### src/rtl/sha_pkg.sv
`timescale 1ns / 1ps
// ----------------------------------------------------------------------------
// SHA-256 engine package
// Shared types, round constants and the SHA-256 mixing functions.
// ----------------------------------------------------------------------------
package sha_pkg;

  localparam int BLK_BYTES    = 64;
  localparam int BLK_BITS     = BLK_BYTES * 8;
  localparam int BLK_WORDS    = BLK_BYTES / 4;
  localparam int ROUNDS       = 64;
  localparam int DIGEST_WORDS = 8;
  localparam int POS_W        = $clog2(BLK_BYTES);
  localparam int BYTE_CNT_W   = 61;
  localparam int Q_DEPTH      = 2;
  localparam int Q_AW         = $clog2(Q_DEPTH);

  localparam logic       OP_ABSORB   = 1'b0;
  localparam logic       OP_FINISH   = 1'b1;
  localparam logic [7:0] PAD_BYTE    = 8'h80;
  localparam logic [POS_W-1:0] LEN_POS = POS_W'(56);

  typedef struct packed {
    logic       op;
    logic [7:0] data_byte;
  } sha_in_t;

  typedef struct packed {
    logic [31:0] digest_word;
    logic [2:0]  word_index;
    logic        last;
  } sha_out_t;

  typedef struct packed {
    logic                last_blk;
    logic [BLK_BITS-1:0] data;
  } sha_blk_t;

  typedef enum logic {
    FR_FILL,
    FR_PAD2
  } fr_state_t;

  typedef enum logic [1:0] {
    CORE_IDLE,
    CORE_RUN,
    CORE_ADD
  } core_state_t;

  localparam logic [31:0] H_INIT [DIGEST_WORDS] = '{
    32'h6a09e667, 32'hbb67ae85, 32'h3c6ef372, 32'ha54ff53a,
    32'h510e527f, 32'h9b05688c, 32'h1f83d9ab, 32'h5be0cd19
  };

  localparam logic [31:0] ROUND_K [ROUNDS] = '{
    32'h428a2f98, 32'h71374491, 32'hb5c0fbcf, 32'he9b5dba5,
    32'h3956c25b, 32'h59f111f1, 32'h923f82a4, 32'hab1c5ed5,
    32'hd807aa98, 32'h12835b01, 32'h243185be, 32'h550c7dc3,
    32'h72be5d74, 32'h80deb1fe, 32'h9bdc06a7, 32'hc19bf174,
    32'he49b69c1, 32'hefbe4786, 32'h0fc19dc6, 32'h240ca1cc,
    32'h2de92c6f, 32'h4a7484aa, 32'h5cb0a9dc, 32'h76f988da,
    32'h983e5152, 32'ha831c66d, 32'hb00327c8, 32'hbf597fc7,
    32'hc6e00bf3, 32'hd5a79147, 32'h06ca6351, 32'h14292967,
    32'h27b70a85, 32'h2e1b2138, 32'h4d2c6dfc, 32'h53380d13,
    32'h650a7354, 32'h766a0abb, 32'h81c2c92e, 32'h92722c85,
    32'ha2bfe8a1, 32'ha81a664b, 32'hc24b8b70, 32'hc76c51a3,
    32'hd192e819, 32'hd6990624, 32'hf40e3585, 32'h106aa070,
    32'h19a4c116, 32'h1e376c08, 32'h2748774c, 32'h34b0bcb5,
    32'h391c0cb3, 32'h4ed8aa4a, 32'h5b9cca4f, 32'h682e6ff3,
    32'h748f82ee, 32'h78a5636f, 32'h84c87814, 32'h8cc70208,
    32'h90befffa, 32'ha4506ceb, 32'hbef9a3f7, 32'hc67178f2
  };

  function automatic logic [31:0] rotr(input logic [31:0] x, input int n);
    return (x >> n) | (x << (32 - n));
  endfunction

  function automatic logic [31:0] bsig0(input logic [31:0] x);
    return rotr(x, 2) ^ rotr(x, 13) ^ rotr(x, 22);
  endfunction

  function automatic logic [31:0] bsig1(input logic [31:0] x);
    return rotr(x, 6) ^ rotr(x, 11) ^ rotr(x, 25);
  endfunction

  function automatic logic [31:0] ssig0(input logic [31:0] x);
    return rotr(x, 7) ^ rotr(x, 18) ^ (x >> 3);
  endfunction

  function automatic logic [31:0] ssig1(input logic [31:0] x);
    return rotr(x, 17) ^ rotr(x, 19) ^ (x >> 10);
  endfunction

  function automatic logic [31:0] ch(input logic [31:0] e, input logic [31:0] f,
                                     input logic [31:0] g);
    return (e & f) ^ (~e & g);
  endfunction

  function automatic logic [31:0] maj(input logic [31:0] a, input logic [31:0] b,
                                      input logic [31:0] c);
    return (a & b) ^ (a & c) ^ (b & c);
  endfunction

endpackage

### src/rtl/sha_blk_fifo.sv
`timescale 1ns / 1ps
// ----------------------------------------------------------------------------
// SHA-256 block queue
// Short register queue of padded or complete blocks between front and core.
// ----------------------------------------------------------------------------
module sha_blk_fifo (
  input  logic              clk,
  input  logic              rst_n,
  input  logic              push_i,
  input  sha_pkg::sha_blk_t wr_data,
  output logic              full_o,
  input  logic              pop_i,
  output sha_pkg::sha_blk_t rd_data,
  output logic              empty_o
);
  import sha_pkg::*;

  sha_blk_t        mem_r [Q_DEPTH];
  logic [Q_AW-1:0] wr_ptr_r, wr_ptr_nxt;
  logic [Q_AW-1:0] rd_ptr_r, rd_ptr_nxt;
  logic [Q_AW:0]   cnt_r, cnt_nxt;
  logic            do_wr, do_rd;

  assign full_o  = (cnt_r == (Q_AW+1)'(Q_DEPTH));
  assign empty_o = (cnt_r == '0);
  assign do_wr   = push_i && !full_o;
  assign do_rd   = pop_i && !empty_o;
  assign rd_data = mem_r[rd_ptr_r];

  always_comb begin
    wr_ptr_nxt = wr_ptr_r;
    rd_ptr_nxt = rd_ptr_r;
    cnt_nxt    = cnt_r;
    if (do_wr) begin
      wr_ptr_nxt = (wr_ptr_r == Q_AW'(Q_DEPTH - 1)) ? '0 : wr_ptr_r + Q_AW'(1);
    end
    if (do_rd) begin
      rd_ptr_nxt = (rd_ptr_r == Q_AW'(Q_DEPTH - 1)) ? '0 : rd_ptr_r + Q_AW'(1);
    end
    case ({do_wr, do_rd})
      2'b10:   cnt_nxt = cnt_r + (Q_AW+1)'(1);
      2'b01:   cnt_nxt = cnt_r - (Q_AW+1)'(1);
      default: cnt_nxt = cnt_r;
    endcase
  end

  always_ff @(posedge clk) begin
    if (!rst_n) begin
      wr_ptr_r <= '0;
      rd_ptr_r <= '0;
      cnt_r    <= '0;
    end else begin
      wr_ptr_r <= wr_ptr_nxt;
      rd_ptr_r <= rd_ptr_nxt;
      cnt_r    <= cnt_nxt;
    end
  end

  always_ff @(posedge clk) begin
    if (do_wr) begin
      mem_r[wr_ptr_r] <= wr_data;
    end
  end

  a_no_overflow: assert property (@(posedge clk) disable iff (!rst_n)
    push_i |-> !full_o)
    else $error("block pushed into a full queue");

  a_cnt_range: assert property (@(posedge clk) disable iff (!rst_n)
    cnt_r <= (Q_AW+1)'(Q_DEPTH))
    else $error("block queue count out of range");

endmodule

### config.mk
export PLATFORM = sky130hd
export DESIGN_NAME = sha_blk_fifo
export DESIGN_NICKNAME = d
export VERILOG_FILES = /design/src/rtl/sha_pkg.sv /design/src/rtl/sha_blk_fifo.sv
export SDC_FILE = /design/constraint.sdc
export NUM_CORES = 1
export LEC_CHECK = 0
export BUFFER_PORTS_ARGS = -buffer_cell sky130_fd_sc_hd__buf_2
export CORE_AREA = 3 3 404 406
export CTS_BUF_LIST = sky130_fd_sc_hd__clkbuf_8 sky130_fd_sc_hd__clkbuf_16
export DETAILED_ROUTE_END_ITERATION = 10
export DIE_AREA = 0 0 407 409
export PLACE_DENSITY = 0.48
export SYNTH_ARGS = -nofsm -noshare
export SYNTH_HDL_FRONTEND = slang
export SYNTH_SLANG_ARGS = --single-unit
### constraint.sdc
create_clock -name clk -period 35.8 [get_ports clk]
set_input_delay 3.58 -clock clk [delete_from_list [all_inputs] [get_ports clk]]
set_output_delay 3.58 -clock clk [all_outputs]
set_load 0.05 [all_outputs]
* Yosys cells after proc, flatten, opt, wreduce, memory -nomap -nowiden
Memory sizes are Yosys's and may differ from the RTL's. A register that Yosys moved wholly into a read port is not among the register bits.
Index checks and enable logic that the tools add are counted.
** Cells by class
- Mux-type cells :: 7
- Equal/unequal tests :: 3
- Reduce and logical (&&, ||, !) cells :: 6
- Add/sub/neg operators :: 4
** Operators with widths (number)
- two-way mux 1 bit :: 6
- == test 2 bit (second input constant) :: 2
- one-hot mux 2 bit (2 select lines) :: 1
- adder 1 bit (second input constant) :: 2
- adder 2 x 1 -> 2 bit (second input constant) :: 1
- == test 2 x 1 -> 1 bit (second input constant) :: 1
- logical AND 1 bit :: 2
- zero test 1 bit :: 2
- zero test 2 bit :: 1
- nonzero test 2 bit :: 1
- subtractor 2 x 1 -> 2 bit (second input constant) :: 1
** Word-level totals
- RAM bits :: 1026
- Output and inout bits :: 515
- Memories :: 1
- Register bits :: 4
- Bits of input ports :: 517
- Word-level logic and storage cells :: 24
** Memory list
- mem_r :: depth 2, bits a word 513, rd ports 1, clocked after Yosys merged registers in 1, write ports 1, line sha_blk_fifo.sv:18 : sha_blk_t mem_r [Q_DEPTH];

* Logic depth before layout (Yosys ltp)
- Depth in word-level cells :: 5
- Mapped depth :: 6
- Gate-level depth less buffers :: 6

* Worst setup path after synthesis
No wires, ideal clock.
- Path type :: input-to-reg
- Start :: in push_i
- End :: mem mem_r[1][0] in the netlist's numbering, enable pin
- Cell stages on the path :: 1
- Path buffers :: 0
- Slack :: 19.600 ns
- Arrival :: 15.252 ns
- Library setup time :: 0.948 ns
- Required time :: 34.852 ns
- Cell sequence :: and3_1
** Between the ends
- Cells in the longest elaborated chain, start to end :: 3
** RTL lines
- start, declared :: line sha_blk_fifo.sv:9 : input logic push_i,
- logical AND 1 bit :: line sha_blk_fifo.sv:26 : assign do_wr = push_i && !full_o;
- two-way mux 1 bit :: line sha_blk_fifo.sv:60 : if (do_wr) begin
- two-way mux 1 bit (not written as such) :: line sha_blk_fifo.sv:61 : mem_r[wr_ptr_r] <= wr_data;
- end, declared :: line sha_blk_fifo.sv:18
Every way passes these cells.

==> metrics <==
die area=166000 um2; vias per inst=just under 4; CP max-delay cell=buf_4; Rows=around 150; core area=between 150000 and 200000 um2; cts bufs inserted=between 100 and 150; sw power=about 1.7 mW; Slew Limit Fails=0; largest net degree at the start of global routing=130; GP Congestion=approximately 0.83; Gate power share=a little under two fifths; min-delay src=wr_ptr_r$_SDFFE_PN0P_; aggregate routed wire length=118000 um; Setup Buffers After CTS=0; HPWL Detailed=approximately 90000 um; part of the power in the clock network=about a quarter; wire length per cell=~24 um; actual slew at the worst max-slew pin=approximately 1200 ps; Post-Syn Area=between 30000 and 40000 um2; layout cells sized above 1=roughly 61%; crit path capture=rd_data[353]; Pwr Density=between 80 and 90 nW/um2; CP Capture Type=output port; io pins=roughly 1000; layout filler cell count=16000; cells along the critical path=buf_4 > buf_4 > buf_4 > buf_4 > mux2_2 > buf_2; Avg Cell Area, Syn=approximately 23 um2; worst vdd ir=around 0.065 mV; CP most frequent cell=buf_4; Seq/Total Area, Yosys=between 80% and 90%; TritonCTS clock tree=yes; worst-case clock buffer depth=3; slowest stage delay, CP=between 800 and 900 ps; Initial Util=roughly a quarter; Synth Instances=1622; Tot GR Track Use=between 10 and 15%; worst hold margin=just under 500 ps; Pleak=between 15 and 20 nW; RSZ-0062 raised after global routing=false; syn_nets=about 2100; WS Path Type=flip-flop to output port; Reg2Reg Setup Slack=30030 ps; Total Neg Setup Slack=0 ps; switching part of the total power=40.0%; Max Fclk=around 110 MHz; fin area=a little under 50000 um2; first-pass detailed-route iteration total=7; CTS clock-pin slew for the worst setup and hold paths=~60 ps; Final Power=a little over 4 mW; CP required=around 32000 ps; Vias=19900; Worst Path Buf+Inv=5; synth-to-layout area growth=29.0%; Int Pwr=around 2.5 mW; final setup fails=0; initial antenna violation count=about 70; Clock H-tree levels=3; Worst-Skew Late Latency=710 ps; Critical Path Fanout Max=64; Die Ht=roughly 400 um; CTS sink cnt=~1000; Core Util, Final=30.1%; Sequential Power Share=37.9%; layout net count=approximately 3200; terminus of the critical flop-to-flop path=mem_r[1][508]$_DFFE_PP_; DRT iter0 DRCs=1219; nature of the critical path startpoint=flip-flop; Yosys reg bits=between 1000 and 1500; Netlist cell types=19; vias in the first global route=slightly above 20000; Hold Crit Class=flip-flop to flip-flop; CTS root buf=clkbuf_16; r2r startpoint=cnt_r[0]$_SDFFE_PN0P_; first-pass GRT wire length=about 160000 um; min cycle time layout=just under 9000 ps; # DRC=0; Hold Vio Cnt, Final=0; post_cts resized=0; Max Cap Viol=0; antenna-violating nets left=0; overall die width=407 um; cts hold-fix bufs=0; Fin Clk Skew=between 50 and 60 ps; global route overflow=0; Levels on crit path=6; depth of the most critical reg-to-reg path=7; fin crit share=between 20% and 30%; slew margin rel.=about a fifth; CP arrival=roughly 5300 ps; PortBufs=1031; Crit path max-delay family=buffers and inverters; yosys warns=0; area post-placement=44900 um2; run status=complete, no violations
[cells in the final DEF (no fill, tap or decap), drive strengths merged, types with 2 or more instances in the layout]
| cell type | netlist | final |
|---|---|---|
| xnor2 | 3 | 3 |
| edfxtp | 1026 | 1026 |
| clkbuf | 0 | 112 |
| clkinvlp | 0 | 5 |
| inv | 3 | 40 |
| diode | 0 | 16 |
| mux2 | 513 | 513 |
| dfxtp | 5 | 5 |
| clkinv | 0 | 51 |
| buf | 57 | 1053 |
| or3 | 2 | 2 |
| o21ai | 2 | 2 |
| a21boi | 2 | 2 |
| nor2b | 2 | 2 |
[through the flow]
stage	cells	setup slack, ps
detailed placement	4778	26800
global placement	4778	26790
CTS	4984	26720
finish	5000	26920
global route	4988	26580
floorplan	1622	19600
[cells by family (layout without fill, tap and decap cells)]
group	count (synthesis)	in the layout	synth area share (%)
flip-flops	1031	1031	82.6
XOR/XNOR	3	3	0.0702
buffers and inverters	60	1262	1.66
AO/OA/AOI/OAI	5	5	0.0869
multiplexers	513	513	15.4
AND/OR/NAND/NOR	9	9	0.144
other	0	16	0
adder cells (fa/ha/maj)	1	1	0.0334
[cell usage after synthesis]
| master | count | share of area [%] |
|---|---|---|
| o21a_1 | 1 | 0.020 |
| ha_1 | 1 | 0.033 |
| dfxtp_1 | 5 | 0.27 |
| inv_2 | 1 | 0.010 |
| xnor2_1 | 3 | 0.070 |
| nor2_1 | 1 | 0.010 |
| nand2b_2 | 1 | 0.023 |
| and2_1 | 1 | 0.017 |
| buf_2 | 5 | 0.067 |
| nand2_1 | 1 | 0.010 |
| inv_1 | 2 | 0.020 |
| o21ai_0 | 2 | 0.027 |
| nor2b_1 | 2 | 0.033 |
| mux2_2 | 513 | 15 |
| buf_6 | 52 | 1.6 |
| and3_1 | 1 | 0.017 |
| a21boi_1 | 2 | 0.040 |
| or3_1 | 2 | 0.033 |
| edfxtp_1 | 1026 | 82 |
[routing by layer]
metal | share of wire [%] | vias up | global-route usage [%]
li1 | - | 8747 | -
met2 | 49 | 879 | 23.5
met3 | 11 | 232 | 6.01
met1 | 37 | 10000 | 15.4
met5 | 0.082 | - | 0
met4 | 2.4 | 16 | 3.14
[sequential cells by signal, summed over array words and instances, names as in the netlist, named ones only]
| signal | cells |
|---|---|
| cnt_r | 2 |
| mem_r | 1026 |
| wr_ptr_r | 1 |
| rd_ptr_r | 1 |
[layout make-up]
type                       instances  area (um2)  area share (%)
clock inverter                    94         558            1.16
tap                             2160        2700            5.60
timing repair buffer            1053        5350            11.1
clock buffer                     112        2800            5.80
antenna                           16        40.0          0.0829
inverter                           3        18.8          0.0389
multi-input combinational        531        5910            12.2
sequential                      1031       30900            64.0
[how the worst min path moves through the flow]
stage | endpoint | slack [ps] | cells after the start
finish | wr_ptr_r$_SDFFE_PN0P_ | 490 | 2
global placement | wr_ptr_r$_SDFFE_PN0P_ | 490 | 2
CTS | wr_ptr_r$_SDFFE_PN0P_ | 490 | 2
detailed placement | wr_ptr_r$_SDFFE_PN0P_ | 480 | 2
global route | wr_ptr_r$_SDFFE_PN0P_ | 520 | 2
floorplan | wr_ptr_r$_SDFFE_PN0P_ | 460 | 2
[worst reg2reg max path: stages (launching register included)]
cell      delay (ps)
dfxtp_1          420
nand2b_2         190
and3_4           800
buf_4            740
buf_4            780
buf_4            740
buf_4            850
buf_4            790
[power groups by stage]
stage / Sequential (mW) / Combinational, mW / Clock [mW]
2_1_floorplan: 1.67 / 1.18 / 0
3_3_place_gp: 1.59 / 1.56 / 0
3_5_place_dp: 1.59 / 1.55 / 0
4_1_cts: 1.57 / 1.56 / 1.08
5_1_grt: 1.58 / 1.60 / 1.13
6_report: 1.56 / 1.53 / 1.04
(Power assumes the default switching activity.)
