### src/rtl/sha_pkg.sv
`timescale 1ns / 1ps
// ----------------------------------------------------------------------------
// SHA-256 engine package
// Shared types, round constants and the SHA-256 mixing functions.
// ----------------------------------------------------------------------------
package sha_pkg;

  localparam int BLK_BYTES    = 64;
  localparam int BLK_BITS     = BLK_BYTES * 8;
  localparam int BLK_WORDS    = BLK_BYTES / 4;
  localparam int ROUNDS       = 64;
  localparam int DIGEST_WORDS = 8;
  localparam int POS_W        = $clog2(BLK_BYTES);
  localparam int BYTE_CNT_W   = 61;
  localparam int Q_DEPTH      = 2;
  localparam int Q_AW         = $clog2(Q_DEPTH);

  localparam logic       OP_ABSORB   = 1'b0;
  localparam logic       OP_FINISH   = 1'b1;
  localparam logic [7:0] PAD_BYTE    = 8'h80;
  localparam logic [POS_W-1:0] LEN_POS = POS_W'(56);

  typedef struct packed {
    logic       op;
    logic [7:0] data_byte;
  } sha_in_t;

  typedef struct packed {
    logic [31:0] digest_word;
    logic [2:0]  word_index;
    logic        last;
  } sha_out_t;

  typedef struct packed {
    logic                last_blk;
    logic [BLK_BITS-1:0] data;
  } sha_blk_t;

  typedef enum logic {
    FR_FILL,
    FR_PAD2
  } fr_state_t;

  typedef enum logic [1:0] {
    CORE_IDLE,
    CORE_RUN,
    CORE_ADD
  } core_state_t;

  localparam logic [31:0] H_INIT [DIGEST_WORDS] = '{
    32'h6a09e667, 32'hbb67ae85, 32'h3c6ef372, 32'ha54ff53a,
    32'h510e527f, 32'h9b05688c, 32'h1f83d9ab, 32'h5be0cd19
  };

  localparam logic [31:0] ROUND_K [ROUNDS] = '{
    32'h428a2f98, 32'h71374491, 32'hb5c0fbcf, 32'he9b5dba5,
    32'h3956c25b, 32'h59f111f1, 32'h923f82a4, 32'hab1c5ed5,
    32'hd807aa98, 32'h12835b01, 32'h243185be, 32'h550c7dc3,
    32'h72be5d74, 32'h80deb1fe, 32'h9bdc06a7, 32'hc19bf174,
    32'he49b69c1, 32'hefbe4786, 32'h0fc19dc6, 32'h240ca1cc,
    32'h2de92c6f, 32'h4a7484aa, 32'h5cb0a9dc, 32'h76f988da,
    32'h983e5152, 32'ha831c66d, 32'hb00327c8, 32'hbf597fc7,
    32'hc6e00bf3, 32'hd5a79147, 32'h06ca6351, 32'h14292967,
    32'h27b70a85, 32'h2e1b2138, 32'h4d2c6dfc, 32'h53380d13,
    32'h650a7354, 32'h766a0abb, 32'h81c2c92e, 32'h92722c85,
    32'ha2bfe8a1, 32'ha81a664b, 32'hc24b8b70, 32'hc76c51a3,
    32'hd192e819, 32'hd6990624, 32'hf40e3585, 32'h106aa070,
    32'h19a4c116, 32'h1e376c08, 32'h2748774c, 32'h34b0bcb5,
    32'h391c0cb3, 32'h4ed8aa4a, 32'h5b9cca4f, 32'h682e6ff3,
    32'h748f82ee, 32'h78a5636f, 32'h84c87814, 32'h8cc70208,
    32'h90befffa, 32'ha4506ceb, 32'hbef9a3f7, 32'hc67178f2
  };

  function automatic logic [31:0] rotr(input logic [31:0] x, input int n);
    return (x >> n) | (x << (32 - n));
  endfunction

  function automatic logic [31:0] bsig0(input logic [31:0] x);
    return rotr(x, 2) ^ rotr(x, 13) ^ rotr(x, 22);
  endfunction

  function automatic logic [31:0] bsig1(input logic [31:0] x);
    return rotr(x, 6) ^ rotr(x, 11) ^ rotr(x, 25);
  endfunction

  function automatic logic [31:0] ssig0(input logic [31:0] x);
    return rotr(x, 7) ^ rotr(x, 18) ^ (x >> 3);
  endfunction

  function automatic logic [31:0] ssig1(input logic [31:0] x);
    return rotr(x, 17) ^ rotr(x, 19) ^ (x >> 10);
  endfunction

  function automatic logic [31:0] ch(input logic [31:0] e, input logic [31:0] f,
                                     input logic [31:0] g);
    return (e & f) ^ (~e & g);
  endfunction

  function automatic logic [31:0] maj(input logic [31:0] a, input logic [31:0] b,
                                      input logic [31:0] c);
    return (a & b) ^ (a & c) ^ (b & c);
  endfunction

endpackage

### src/rtl/sha_core.sv
`timescale 1ns / 1ps
// ----------------------------------------------------------------------------
// SHA-256 compression core
// Runs one round per cycle on queued blocks and presents the digest words.
// ----------------------------------------------------------------------------
module sha_core (
  input  logic              clk,
  input  logic              rst_n,
  input  logic              q_empty,
  input  sha_pkg::sha_blk_t q_blk,
  output logic              q_pop,
  output logic              empty,
  input  logic              pop,
  output sha_pkg::sha_out_t out_data
);
  import sha_pkg::*;

  core_state_t      st_r, st_nxt;
  logic [POS_W-1:0] rnd_r, rnd_nxt;
  logic [31:0]      w_r [BLK_WORDS];
  logic [31:0]      w_nxt [BLK_WORDS];
  logic [31:0]      v_r [DIGEST_WORDS];
  logic [31:0]      v_nxt [DIGEST_WORDS];
  logic [31:0]      h_r [DIGEST_WORDS];
  logic [31:0]      h_nxt [DIGEST_WORDS];
  logic [31:0]      dig_r [DIGEST_WORDS];
  logic [31:0]      dig_nxt [DIGEST_WORDS];
  logic             last_r, last_nxt;
  logic             dig_vld_r, dig_vld_nxt;
  logic [2:0]       idx_r, idx_nxt;
  logic [31:0]      t1, t2, w_new;

  assign t1 = v_r[7] + bsig1(v_r[4]) + ch(v_r[4], v_r[5], v_r[6]) + ROUND_K[rnd_r] + w_r[0];
  assign t2 = bsig0(v_r[0]) + maj(v_r[0], v_r[1], v_r[2]);
  assign w_new = ssig1(w_r[14]) + w_r[9] + ssig0(w_r[1]) + w_r[0];

  assign empty                = !dig_vld_r;
  assign out_data.digest_word = dig_r[idx_r];
  assign out_data.word_index  = idx_r;
  assign out_data.last        = (idx_r == 3'(DIGEST_WORDS - 1));

  always_comb begin
    st_nxt      = st_r;
    rnd_nxt     = rnd_r;
    w_nxt       = w_r;
    v_nxt       = v_r;
    h_nxt       = h_r;
    dig_nxt     = dig_r;
    last_nxt    = last_r;
    dig_vld_nxt = dig_vld_r;
    idx_nxt     = idx_r;
    q_pop       = 1'b0;

    if (pop && dig_vld_r) begin
      idx_nxt = idx_r + 3'd1;
      if (idx_r == 3'(DIGEST_WORDS - 1)) begin
        dig_vld_nxt = 1'b0;
      end
    end

    unique case (st_r)
      CORE_IDLE: begin
        if (!q_empty) begin
          q_pop    = 1'b1;
          last_nxt = q_blk.last_blk;
          rnd_nxt  = '0;
          for (int i = 0; i < BLK_WORDS; i++) begin
            w_nxt[i] = q_blk.data[BLK_BITS-1-32*i -: 32];
          end
          v_nxt  = h_r;
          st_nxt = CORE_RUN;
        end
      end
      CORE_RUN: begin
        for (int i = 0; i < BLK_WORDS - 1; i++) begin
          w_nxt[i] = w_r[i+1];
        end
        w_nxt[BLK_WORDS-1] = w_new;
        v_nxt[7] = v_r[6];
        v_nxt[6] = v_r[5];
        v_nxt[5] = v_r[4];
        v_nxt[4] = v_r[3] + t1;
        v_nxt[3] = v_r[2];
        v_nxt[2] = v_r[1];
        v_nxt[1] = v_r[0];
        v_nxt[0] = t1 + t2;
        rnd_nxt  = rnd_r + POS_W'(1);
        if (rnd_r == POS_W'(ROUNDS - 1)) begin
          st_nxt = CORE_ADD;
        end
      end
      CORE_ADD: begin
        // A final block waits here until the previous digest is drained.
        if (!(last_r && dig_vld_r)) begin
          for (int i = 0; i < DIGEST_WORDS; i++) begin
            if (last_r) begin
              dig_nxt[i] = h_r[i] + v_r[i];
              h_nxt[i]   = H_INIT[i];
            end else begin
              h_nxt[i] = h_r[i] + v_r[i];
            end
          end
          if (last_r) begin
            dig_vld_nxt = 1'b1;
          end
          st_nxt = CORE_IDLE;
        end
      end
      default: st_nxt = CORE_IDLE;
    endcase
  end

  always_ff @(posedge clk) begin
    if (!rst_n) begin
      st_r      <= CORE_IDLE;
      rnd_r     <= '0;
      h_r       <= H_INIT;
      dig_vld_r <= 1'b0;
      idx_r     <= '0;
    end else begin
      st_r      <= st_nxt;
      rnd_r     <= rnd_nxt;
      h_r       <= h_nxt;
      dig_vld_r <= dig_vld_nxt;
      idx_r     <= idx_nxt;
    end
  end

  always_ff @(posedge clk) begin
    w_r    <= w_nxt;
    v_r    <= v_nxt;
    dig_r  <= dig_nxt;
    last_r <= last_nxt;
  end

  a_rnd_idle: assert property (@(posedge clk) disable iff (!rst_n)
    (st_r != CORE_RUN) |-> (rnd_r == '0))
    else $error("round counter not at zero outside a block");

  a_run_to_add: assert property (@(posedge clk) disable iff (!rst_n)
    (st_r == CORE_RUN && rnd_r == POS_W'(ROUNDS - 1)) |=> (st_r == CORE_ADD))
    else $error("last round did not lead to the feed-forward add");

  a_dig_start: assert property (@(posedge clk) disable iff (!rst_n)
    $rose(dig_vld_r) |-> (idx_r == '0))
    else $error("new digest does not start at word zero");

endmodule

### config.mk
export PLATFORM = sky130hd
export DESIGN_NAME = sha_core
export DESIGN_NICKNAME = d
export VERILOG_FILES = /design/src/rtl/sha_pkg.sv /design/src/rtl/sha_core.sv
export SDC_FILE = /design/constraint.sdc
export NUM_CORES = 2
export LEC_CHECK = 0
export BUFFER_PORTS_ARGS = -buffer_cell sky130_fd_sc_hd__buf_2
export CAP_MARGIN = 20
export CORE_ASPECT_RATIO = 0.8
export CORE_MARGIN = 2
export CORE_UTILIZATION = 40
export DETAILED_ROUTE_END_ITERATION = 10
export SLEW_MARGIN = 40
export SYNTH_ARGS = -nofsm -noshare
export SYNTH_HDL_FRONTEND = slang
export SYNTH_SLANG_ARGS = --single-unit
### constraint.sdc
create_clock -name clk -period 24.6 [get_ports clk]
set_input_delay 3.69 -clock clk [delete_from_list [all_inputs] [get_ports clk]]
set_output_delay 3.69 -clock clk [all_outputs]
set_load 0.01 [all_outputs]
## Word-level counts from Yosys, hierarchy flattened

Memory sizes are Yosys's and may differ from the RTL's.
Cells that the tools add are included.

- Register bits: 1293
- Memory bits (read-only): 2048
- Input bits: 517
- Output and inout port bits: 38
- Logic and storage cells: 146
- Memories kept: 1

Memories:

| name | words | width | rd ports | clocked after Yosys merged registers in | write ports | line | source |
|---|---|---|---|---|---|---|---|
| (name not given) | 64 | 32 | 1 | 0 | 0 | sha_core.sv:33 | `assign t1 = v_r[7] + bsig1(v_r[4]) + ch(v_r[4], v_r[5], v_r[6]) + ROUND_K[rnd_r] + w_r[0];` |

- Add/subtract/negate cells: 20
- Magnitude comparators: 2
- Equal/unequal tests: 7
- Muxes and demuxes: 30
- Bitwise gates (word level): 31
- Reduce and logical (&&, ||, !) cells: 10

Operator list:

| operator | count |
|---|---|
| $pmux W512 S2 | 1 |
| $add A32 B32 Y32 | 18 |
| $mux W512 | 1 |
| $pmux W256 S2 | 1 |
| $mux W32 | 12 |
| $xor A32 B32 Y32 | 9 |
| $mux W256 | 1 |
| $and A32 B32 Y32 | 5 |
| $bmux W32 S3 | 1 |
| $not A32 Y32 | 1 |
| $or A10 B32 Y32 | 1 |
| $or A13 B32 Y32 | 1 |
| $or A14 B32 Y32 | 1 |
| $or A15 B32 Y32 | 1 |
| $or A19 B32 Y32 | 1 |
| $or A21 B32 Y32 | 1 |
| $or A25 B32 Y32 | 1 |
| $or A26 B32 Y32 | 1 |
| $or A30 B32 Y32 | 1 |
| $or A7 B32 Y32 | 1 |
| $xor A32 B22 Y32 | 1 |
| $xor A32 B29 Y32 | 1 |
| $pmux W6 S2 | 1 |
| $ge A7 B7 Y1 const B | 1 |
| other kinds (21) | 36 |

## Longest topological paths before layout

- Depth after elaboration: 9
- Mapped depth: 37

## Least setup slack after synthesis

OpenSTA, ideal clock, no wires.

- Path kind: register to register
- Start point: register st_r[0]
- End point: register h_r[157] (netlist name)
- Library setup time: 0.060 ns
- Data arrival time: 21.093 ns
- Data required time: 24.540 ns
- Slack: 3.448 ns
- Stages on the path, launching flop included: 8
- Path buffers: 3
- Cell sequence: dfxtp_1 > nand2b_1 > nor3b_1 > nand2b_1 > clkbuf_1 > clkbuf_1 > buf_1 > a221o_1

- Cells in the longest elaborated chain, start to end: 2

Ends and longest elaborated chain:

| what | line | source |
|---|---|---|
| from (decl) | sha_core.sv:18 | `core_state_t st_r, st_nxt;` |
| from (signal assigned) | sha_core.sv:121 | `st_r <= st_nxt;` |
| $eq A2 B2 Y1 | sha_core.sv:61 | `unique case (st_r)` |
| $reduce_and A2 Y1 (no source line) | -- |  |
| to (signal assigned) | sha_core.sv:123 | `h_r <= h_nxt;` |
| to (decl) | sha_core.sv:24 | `logic [31:0] h_r [DIGEST_WORDS];` |

Every way passes these cells.
A chain may end at the register's enable or synchronous reset.

==> results.cfg <==
[outcome]
status = complete, no violations

[timing]
finalCritPeriodShare_pct = 37.0
max_freq_ghz = 0.110
setup_viol = 0
drv_slew = 0
rsz0062_at_grt = false
fin_hold_ws_ps = 468
skew_ps = 60.0
layout_min_cycle_time_ps = 9100
hold_viol_final = 0
maxSlewHeadroom_pct = 32.4
setup-tns-final_ps = 0
finalWorstSetupSlack_ps = 15500
tightest_slew_ps = 1010

[die]
dieArea_um2 = 203000
coreArea_um2 = 198000
ios = 555
die_w_um = 503
row_count = 146
die_y_um = 403
start_util_pct = 40.2

[clock_tree]
clockBufferDepth = 3
clk_pin_slew_ps = 70
cts_tree = yes
tritoncts_num_sinks = 1293
ctsHoldBuffers = 0
h-tree-depth = 4
numCtsBuffers = 145
insertion_delay_ps = 820
clockRootBuffer = clkbuf_16
cts_resized = 0
post-cts-setup-buffers = 0

[routing]
drt-total-wl_um = 298000
wl_met1_um = 138000
wl_per_cell_um = 26.1
highest_layer = met5
wl_met3_um = 30200
wl_met2_um = 123000
first_pass_iters = 5
ant_nets = 0
first_iter_violations = 7545
vias = 64200
via_per_inst = 5.63
drc = 0

[yosys]
yosysWarnings = 0
netlist_instances = 8221
synth_fp_nets = 9332
synthArstFlopShare_pct = 0
synth-edff-count = 1025
ys_seq_elements = 1293
syn_area_um2 = 79700
ys_seq_area_share_pct = 45.4
synth_cell_types = 95
synth_area_per_cell_um2 = 9.69
ys.flop_type = edfxtp_1

[global_route]
grt_pass1_wl_um = 425000
first_global_vias = 61200
grt_remaining_overflow = 0
grt_usage_pct = 28.7
grt_start_max_net_pins = 181
antenna_found_initial = 36

[finish]
layout_common_cells = 2276 x nand2_1, 1025 x edfxtp_1, 553 x buf_2, 510 x inv_1, 397 x ha_1
finalNetCount = 9701
layout-drive-gt1-share_pct = 12.3
instances_no_fill = 11400
mostFrequentLayoutCell = nand2_1
area_growth_pct = 13.1

[setup_path]
worst_ep_arrival_time_ps = 9670
cp_max_fo = 40
required_ps = 25170
critical_path_class = reg -> reg
start_kind = flip-flop
cpMaxStageDelayCell = clkinv_1
critPathCaptureType = flip-flop
slowest_delay_ps = 660

[placement]
dpl_worst_slack_ps = 15650
place_congestion = 0.973
placed_cells = 11100
io_buffers = 554
hpwl_um = 226000

[worst_hold_path]
holdCritPathClass = reg -> reg

[job]
drv_cap = 0
==> worst max-delay path: cells and delay by family, from the launching register on <==
family | cells | cell delay, ps
multiplexers | 1 | 260
XOR/XNOR | 3 | 590
flip-flops | 1 | 620
AND/OR/NAND/NOR | 5 | 800
AO/OA/AOI/OAI | 15 | 3850
buffers and inverters | 4 | 1270
adder cells (fa/ha/maj) | 4 | 1440
==> sequential cells by signal (all words and copies together) (netlist names) <==
signal / count
dig_r: 256
dig_vld_r: 1
h_r: 256
idx_r: 3
last_r: 1
rnd_r: 6
st_r: 2
v_r: 256
w_r: 512
==> Yosys cell counts, types with 47 or more instances <==
cell | instances | area share [%]
nand3_1 | 82 | 0.51
o21ai_0 | 377 | 2.4
o21bai_1 | 51 | 0.48
a21o_1 | 197 | 1.9
edfxtp_1 | 1025 | 39
nand2_1 | 2277 | 11
o21a_1 | 48 | 0.45
nor2_1 | 254 | 1.2
o211ai_1 | 51 | 0.48
a22o_1 | 47 | 0.52
xor2_1 | 212 | 2.3
nor3_1 | 78 | 0.49
clkbuf_1 | 392 | 1.8
a21oi_1 | 342 | 2.1
fa_1 | 197 | 4.9
dfxtp_1 | 268 | 6.7
inv_1 | 511 | 2.4
nand2b_1 | 57 | 0.45
xnor2_1 | 376 | 4.1
mux2_2 | 62 | 0.88
nor2b_1 | 115 | 0.90
a22oi_1 | 78 | 0.73
mux4_2 | 67 | 1.9
a221o_1 | 136 | 1.7
ha_1 | 397 | 6.2
==> per-stage QoR <==
step | cell area (um2) | utilization [%]
after floorplan | 79700 | -
after global placement | 84900 | 42.9
after detailed placement | 85200 | 43.0
after CTS | 90000 | 45.5
after global routing | 90100 | 45.5
final | 90100 | 45.5
==> per-layer routing <==
layer	track usage, %	vias to the layer above
met5	0	-
met2	40.7	2840
met3	7.30	331
li1	-	29300
met4	6.53	2
met1	43.5	31700
==> cell type report <==
cell class,count,area [um2]
diodes,22,55.1
clock buffers,190,3900
clock inverters,75,883
fillers,19000,108000
inverters,516,1940
multi-input cells,5994,40200
flip-flops and latches,1293,36200
well taps,2664,3330
repair buffers,640,3620
==> worst paths after layout <==
check	start	endpoint	slack (ps)	depth (start not counted)
hold / removal	w_r[111]	w_r[143]	470	2
setup / recovery	rnd_r[3]	v_r[255]	15500	32
setup reg to reg	rnd_r[3]	v_r[255]	15500	32
hold reg to reg	w_r[111]	w_r[143]	470	2
==> kinds of logic (layout without fill, tap and decap cells) <==
group	count (synthesis)	in the layout	share of synthesized area, %
other cells	0	22	0
mux	145	145	2.97
buf+inv	934	1421	4.40
simple gates	3028	3028	15.6
flops	1293	1293	45.4
xor+xnor	590	590	6.52
fa+ha+maj	596	596	11.2
compound gates	1635	1635	13.9
Power is not shown: default switching activity piles up to over one toggle a cycle in this logic, so the estimate is an artifact.
